## src/design/cps_pkg.sv

```systemverilog
// Shared types, widths, register codes and the symmetric clamp for the
// clamped PID step block. No dependencies.
`timescale 1ns / 1ps

package cps_pkg;

  localparam int DataW  = 16;  // measured, target, gains
  localparam int ErrW   = 17;  // target minus measured
  localparam int LimW   = 15;  // clamp bound
  localparam int AccW   = 26;  // wide signed sum of the three terms
  localparam int DriveW = 17;  // result width
  localparam int IdxW   = 2;   // configuration register index

  // Configuration register indexes
  typedef enum logic [IdxW-1:0] {
    REG_PROP_GAIN  = 2'd0,
    REG_INTEG_GAIN = 2'd1,
    REG_DERIV_GAIN = 2'd2,
    REG_LIMIT      = 2'd3
  } cfg_reg_t;

  // Gains (signed Q8.8) and the clamp bound, as seen by the datapath
  typedef struct packed {
    logic signed [DataW-1:0] prop_gain;
    logic signed [DataW-1:0] integ_gain;
    logic signed [DataW-1:0] deriv_gain;
    logic        [LimW-1:0]  limit;
  } gains_t;

  // Clamp a wide signed value to [-lim, +lim]; the result always fits 16 bits
  function automatic logic signed [DataW-1:0] clamp_sym(
    input logic signed [AccW-1:0] v,
    input logic        [LimW-1:0] lim
  );
    logic signed [AccW-1:0] hi;
    logic signed [AccW-1:0] lo;
    hi = $signed({{(AccW-LimW){1'b0}}, lim});
    lo = -hi;
    if (v > hi) begin
      return hi[DataW-1:0];
    end else if (v < lo) begin
      return lo[DataW-1:0];
    end else begin
      return v[DataW-1:0];
    end
  endfunction

endpackage

```

## src/design/cps_cfg.sv

```systemverilog
// Configuration register file for the clamped PID step block.
// Depends on cps_pkg for the register codes and the gains_t struct.
`timescale 1ns / 1ps

module cps_cfg (
  input  logic                      clk,
  input  logic                      rst,
  input  logic                      cfg_valid,
  output logic                      cfg_ready,
  input  logic [cps_pkg::IdxW-1:0]  cfg_index,
  input  logic [cps_pkg::DataW-1:0] cfg_data,
  output cps_pkg::gains_t           gains
);

  cps_pkg::gains_t regs;

  // Writes never stall
  assign cfg_ready = 1'b1;
  assign gains     = regs;

  // Decode the index and update one register per request
  always_ff @(posedge clk) begin
    if (rst) begin
      regs <= '0;
    end else if (cfg_valid) begin
      unique case (cps_pkg::cfg_reg_t'(cfg_index))
        cps_pkg::REG_PROP_GAIN:  regs.prop_gain  <= $signed(cfg_data);
        cps_pkg::REG_INTEG_GAIN: regs.integ_gain <= $signed(cfg_data);
        cps_pkg::REG_DERIV_GAIN: regs.deriv_gain <= $signed(cfg_data);
        cps_pkg::REG_LIMIT:      regs.limit      <= cfg_data[cps_pkg::LimW-1:0];
        default: ;
      endcase
    end
  end

endmodule

```

## src/design/clamped_pid_step_top.sv

```systemverilog
// Top level of the clamped PID step: input register, two compute stages
// and an output register. Depends on cps_pkg and cps_cfg.
//
//  channel   direction  handshake          payload
//  s_*       in         s_tvalid/s_tready  s_tdata: measured, target
//  m_*       out        m_tvalid/m_tready  m_tdata: drive
//  cfg_*     in         cfg_valid/ready    cfg_index, cfg_data
//
// One request is taken per cycle unless a stall on m_tready holds it; a result
// appears on m_tvalid after the term stage register, then the output register.
// The integral and previous error update once per request, in the term stage.
// A stall on m_tready holds every full stage; empty stages still fill.
// rst (synchronous) clears the stage valids, the state and all gains.
`timescale 1ns / 1ps

module clamped_pid_step_top (
  input  logic        clk,
  input  logic        rst,
  input  logic        s_tvalid,
  output logic        s_tready,
  input  logic [31:0] s_tdata,   // [15:0] measured, [31:16] target
  output logic        m_tvalid,
  input  logic        m_tready,
  output logic [23:0] m_tdata,   // [16:0] drive, [23:17] zero
  input  logic        cfg_valid,
  output logic        cfg_ready,
  input  logic [1:0]  cfg_index,
  input  logic [15:0] cfg_data
);

  cps_pkg::gains_t gains;

  cps_cfg u_cfg (
    .clk       (clk),
    .rst       (rst),
    .cfg_valid (cfg_valid),
    .cfg_ready (cfg_ready),
    .cfg_index (cfg_index),
    .cfg_data  (cfg_data),
    .gains     (gains)
  );

  // Pipeline registers
  logic                             v0;
  logic signed [cps_pkg::DataW-1:0] meas0;
  logic signed [cps_pkg::DataW-1:0] tgt0;
  logic                             v1;
  logic signed [cps_pkg::DataW-1:0] meas1;
  logic signed [cps_pkg::DataW-1:0] p1;
  logic signed [cps_pkg::DataW-1:0] integ1;
  logic signed [cps_pkg::DataW-1:0] d1;
  logic                             v2;
  logic signed [cps_pkg::DriveW-1:0] drive2;

  // Controller state
  logic signed [cps_pkg::DataW-1:0] integral;
  logic signed [cps_pkg::ErrW-1:0]  prev_err;

  // Stage flow control
  logic rdy1, rdy2, move01, move12;

  assign rdy2     = !v2 || m_tready;
  assign move12   = v1 && rdy2;
  assign rdy1     = !v1 || move12;
  assign move01   = v0 && rdy1;
  assign s_tready = !v0 || move01;

  // Term stage: error, proportional product, integral and derivative
  logic signed [cps_pkg::ErrW-1:0] err;
  logic signed [32:0]              prod_p;
  logic signed [17:0]              integ_sum;
  logic signed [17:0]              diff;
  logic signed [cps_pkg::DataW-1:0] p_next;
  logic signed [cps_pkg::DataW-1:0] integral_next;
  logic signed [cps_pkg::DataW-1:0] d_next;

  always_comb begin
    err       = $signed({tgt0[15], tgt0}) - $signed({meas0[15], meas0});
    prod_p    = err * gains.prop_gain;
    p_next    = cps_pkg::clamp_sym({prod_p[32], prod_p[32:8]}, gains.limit);
    integ_sum = $signed({{2{integral[15]}}, integral}) + $signed({err[16], err});
    integral_next = cps_pkg::clamp_sym({{8{integ_sum[17]}}, integ_sum}, gains.limit);
    diff      = $signed({err[16], err}) - $signed({prev_err[16], prev_err});
    d_next    = cps_pkg::clamp_sym({{8{diff[17]}}, diff}, gains.limit);
  end

  // Correction stage: integral and derivative products, sum, clamp, drive
  logic signed [31:0]               prod_i;
  logic signed [31:0]               prod_d;
  logic signed [cps_pkg::AccW-1:0]  corr_sum;
  logic signed [cps_pkg::DataW-1:0] corr;
  logic signed [cps_pkg::DriveW-1:0] drive_next;

  always_comb begin
    prod_i   = integ1 * gains.integ_gain;
    prod_d   = d1 * gains.deriv_gain;
    corr_sum = $signed({{10{p1[15]}}, p1})
             + $signed({{2{prod_i[31]}}, prod_i[31:8]})
             + $signed({{2{prod_d[31]}}, prod_d[31:8]});
    corr       = cps_pkg::clamp_sym(corr_sum, gains.limit);
    drive_next = $signed({meas1[15], meas1}) + $signed({corr[15], corr});
  end

  // Stage valids and controller state
  always_ff @(posedge clk) begin
    if (rst) begin
      v0       <= 1'b0;
      v1       <= 1'b0;
      v2       <= 1'b0;
      integral <= '0;
      prev_err <= '0;
    end else begin
      if (s_tready) begin
        v0 <= s_tvalid;
      end
      if (rdy1) begin
        v1 <= v0;
      end
      if (rdy2) begin
        v2 <= v1;
      end
      if (move01) begin
        integral <= integral_next;
        prev_err <= err;
      end
    end
  end

  // Payload registers advance with their stage
  always_ff @(posedge clk) begin
    if (s_tvalid && s_tready) begin
      meas0 <= $signed(s_tdata[15:0]);
      tgt0  <= $signed(s_tdata[31:16]);
    end
    if (move01) begin
      meas1  <= meas0;
      p1     <= p_next;
      integ1 <= integral_next;
      d1     <= d_next;
    end
    if (move12) begin
      drive2 <= drive_next;
    end
  end

  assign m_tvalid = v2;
  assign m_tdata  = {7'd0, drive2};

endmodule
```

## config.mk

```make
export PLATFORM = sky130hd
export DESIGN_NAME = clamped_pid_step_top
export DESIGN_NICKNAME = d
export VERILOG_FILES = /design/src/design/cps_pkg.sv /design/src/design/cps_cfg.sv /design/src/design/clamped_pid_step_top.sv
export SDC_FILE = /design/constraint.sdc
export NUM_CORES = 2
export LEC_CHECK = 0
export BUFFER_PORTS_ARGS = -buffer_cell sky130_fd_sc_hd__buf_2
export CAP_MARGIN = 10
export CORE_ASPECT_RATIO = 0.9
export CORE_MARGIN = 10
export CORE_UTILIZATION = 30
export DETAILED_ROUTE_END_ITERATION = 16
export MAX_ROUTING_LAYER = met4
export PLACE_DENSITY = 0.54
export SETUP_SLACK_MARGIN = 0.05
export SYNTH_ARGS = -nofsm -noshare
export SYNTH_HDL_FRONTEND = slang
export SYNTH_HIERARCHICAL = 1
export SYNTH_SLANG_ARGS = --single-unit
```

## constraint.sdc

```tcl
create_clock -name clk -period 23 [get_ports clk]
set_clock_uncertainty 0.15 [all_clocks]
set_input_delay 4.6 -clock clk [delete_from_list [all_inputs] [get_ports clk]]
set_output_delay 4.6 -clock clk [all_outputs]
set_load 0.02 [all_outputs]
```

==> impl_results.md <==
* DR pass1 iterations at 5
* Top Ports at 82
* GRT Overall Usage at 16.5%
* Hold_buf cts at 0
* WHS at 0.304 ns
* Htree depth at 1
* Clock transition at path regs at 0.06 ns
* Post-CTS Setup Inserts at 0
* Area after DPL at 49600 sq um
* Post-Place Worst Slack at 8.66 ns
* Slowest cell on the critical path: a31oi_1
* CP peak stage delay at 0.87 ns
* Slew Viols, Final at 0
* Buffers on Ports at 73
* CP Launch Type: register
* Most frequent cells in the layout: inv_1, fa_1, nand2_1, ha_1, and2_1
* Yosys warnings at 6
* Resized Gates After CTS at 0
* Final setup violation count at 0
* Sequential share of the synthesized area at 11.5%
* Gpl congestion at about 0.94
* Vias in the first global route at 36300
* CP Capture Type: register
* Worst-path fanout max at 29
* Setup WS post-layout at 8.57 ns
* CTS Sinks at 212
* R2R setup slack at 8.57 ns
* Static Leak at about 24 nW
* Avg Cell Area, Syn at between 9 and 10 sq um
* CP Class: register to register
* Maximum VDD drop at 117 uV
* Chip Width at 436 um
* Async set-or-reset flop fraction in the synthesized netlist at 0%
* Drt wl/cell at around 19 um
* Power Density at 115 nW/um^2
* Initial antenna violation count at 9
* Relative slew margins at 12.5%
* Post-route DRC at 0
* Final hold vios at 0
* TritonCTS Buffers at 25
* DP HPWL at 112 mm
* Nets at 6447
* Remaining antenna violation count at 0
* Row cnt at ~140
* Buf+Inv Stages, Crit Path at 9
* Fmax at 69.3 MHz
* Routed wire length at between 100 and 150 mm
* Largest net degree at the start of global routing at 85
* Worst Path Required at 23.16 ns
* Hold Startpoint: prev_err[15]$_SDFFE_PP0P_
* Status: finished, final reports clean
* Slew @ Worst Pin at about 1.3 ns
* Post-route minimum period at roughly 14 ns
* Initial Utilization at 30.1%
* Max clock buf depth at 3
* Clock Latency Late Sink at approximately 0.58 ns
* Synth Flop Type: edfxtp_1
* CP arrival at 14.60 ns
* Die height at just under 400 um
* Root buffer cell: clkbuf_16
* TritonCTS clock tree: yes
* Die area at 172000 sq um
* Post-synth cell types at 88
* EDFF count, synth at 113
* Setup_tns at 0 ns
* Area delta synth->final at 7.94%
* Share of layout cells above drive strength 1 at 4.59%
* Crit share post-route at between 60 and 70%
* Most frequent CP cell: inv_1
* Commonest non-fill, non-tap cell in the layout: inv_1
* Max Cap Viol at 0
* R2r startpoint: u_cfg/gains[16]$_SDFFE_PP0P_
* Placed cells at 7134
* Hold depth at 2
* Fillers at 16200
* Via density at 4.87
* CORE AREA at 155000 sq um
* RSZ-0062 raised after global routing: false
* R2R Path End: drive2[14]$_DFFE_PP_
* Cell family with most CP delay: compound AO/OA/AOI/OAI gates
* Design Area, Final at 50400 sq um
* Reg2Reg Depth at 58
* Via count at roughly 35000
* First-pass GRT wire length at about 220 mm
* Synthesized flop and latch total at 212
* Iteration-0 DRC Markers at approximately 2600
* Hold Crit Class: register to register
* Grt total ovfl at 0
* Fin cells at 7185
* Hold endpoint: prev_err[15]$_SDFFE_PP0P_
* Cells after synthesis at 5091
* Post-Syn Area at around 47000 sq um
synthesized netlist by cell type (7+ instances only):
library cell / n / area [sq um]
inv_1: 1022 / 3840
fa_1: 826 / 16500
nand2_1: 536 / 2010
ha_1: 490 / 6130
and2_1: 334 / 2090
a21oi_1: 178 / 891
clkbuf_1: 155 / 582
nor2_1: 152 / 571
nand2b_1: 125 / 782
xnor2_1: 123 / 1080
edfxtp_1: 113 / 3390
mux2i_1: 105 / 1050
dfxtp_1: 99 / 1980
o21ai_0: 91 / 455
a21o_1: 86 / 646
nor3_1: 59 / 295
nand3_1: 53 / 265
a211oi_1: 48 / 360
nor2b_1: 45 / 282
xor2_1: 42 / 368
nand4_1: 30 / 188
o21a_1: 30 / 225
a31oi_1: 26 / 163
o211ai_1: 21 / 158
or3_1: 20 / 125
and3_1: 17 / 106
nor3b_1: 17 / 128
nor4_1: 14 / 87.6
o31ai_1: 14 / 105
or2_2: 13 / 81.3
buf_4: 12 / 90.1
o21bai_1: 12 / 90.1
a311oi_1: 11 / 96.3
a2111oi_0: 9 / 78.8
a21boi_0: 9 / 67.6
o2111ai_1: 8 / 70.1
a211o_1: 7 / 61.3
a31o_2: 7 / 61.3
and4_1: 7 / 61.3
buf_2: 7 / 35.0
worst register-to-register path, delay by kind of cell, from the launching register on:
kind | cells | cell delay [ns]
AND/OR/NAND/NOR | 10 | 1.71
flip-flops | 1 | 0.83
AO/OA/AOI/OAI | 25 | 6.22
buffers and inverters | 9 | 0.71
XOR/XNOR | 2 | 0.33
adder cells (fa/ha/maj) | 12 | 4.24
power breakdown:
part	switching (mW)	internal (mW)
Clock	0.182	0.224
Sequential	0.101	0.536
Combinational	2.92	1.83
Total	3.21	2.59
worst max path at each step:
stage	start	end	slack, ns	cells after the start
floorplan	u_cfg/gains[16]$_SDFFE_PP0P_	drive2[14]$_DFFE_PP_	10.59	58
global placement	u_cfg/gains[32]$_SDFFE_PP0P_	drive2[12]$_DFFE_PP_	8.85	52
detailed placement	u_cfg/gains[19]$_SDFFE_PP0P_	drive2[14]$_DFFE_PP_	8.66	58
CTS	u_cfg/gains[16]$_SDFFE_PP0P_	drive2[14]$_DFFE_PP_	8.66	58
global route	u_cfg/gains[17]$_SDFFE_PP0P_	drive2[14]$_DFFE_PP_	7.52	58
finish	u_cfg/gains[16]$_SDFFE_PP0P_	drive2[14]$_DFFE_PP_	8.57	58
sequential cells by signal, indices dropped and copies added, names as in the netlist:
| name | cells |
|---|---|
| v0 | 1 |
| d1 | 16 |
| drive2 | 17 |
| v1 | 1 |
| u_cfg/gains | 63 |
| integ1 | 16 |
| prev_err | 17 |
| tgt0 | 16 |
| meas1 | 16 |
| integral | 16 |
| m_tvalid | 1 |
| p1 | 16 |
| meas0 | 16 |
area by class of cell:
class	count	area, sq um	share of cell area (%)
antenna	5	12.5	0.0248
clock buffer	31	648	1.29
clock inverter	15	141	0.280
inverter	1026	3850	7.64
multi-input combinational	3676	37000	73.3
sequential	212	5380	10.7
tap	2085	2610	5.17
timing repair buffer	135	833	1.65
per-stage QoR:
stage	total power, mW	util (%)
4_1_cts	5.76	32.5
2_1_floorplan	3.95	-
6_report	5.79	32.5
5_1_grt	6.35	32.5
3_3_place_gp	5.25	32.0
3_5_place_dp	5.30	32.0
per-layer routing:
layer	vias to the layer above	track usage (%)	share of wire, %
met3	139	1.44	5.1
met4	0	2.64	1.7
met1	17900	23.4	48
met5	-	-	0
li1	16100	-	-
met2	874	25.9	46
cell families (layout without fill, tap and decap cells):
kind of cell    count (synthesis)  in the layout  synth area share [%]
mux                           110            110                  2.38
compound gates                631            631                  9.01
xor+xnor                      165            165                  3.09
fa+ha+maj                    1316           1316                  48.5
flops                         212            212                  11.5
simple gates                 1446           1446                  15.6
buf+inv                      1209           1207                  9.88
other cells                     2             13                0.0161
(Power assumes the default switching activity.)
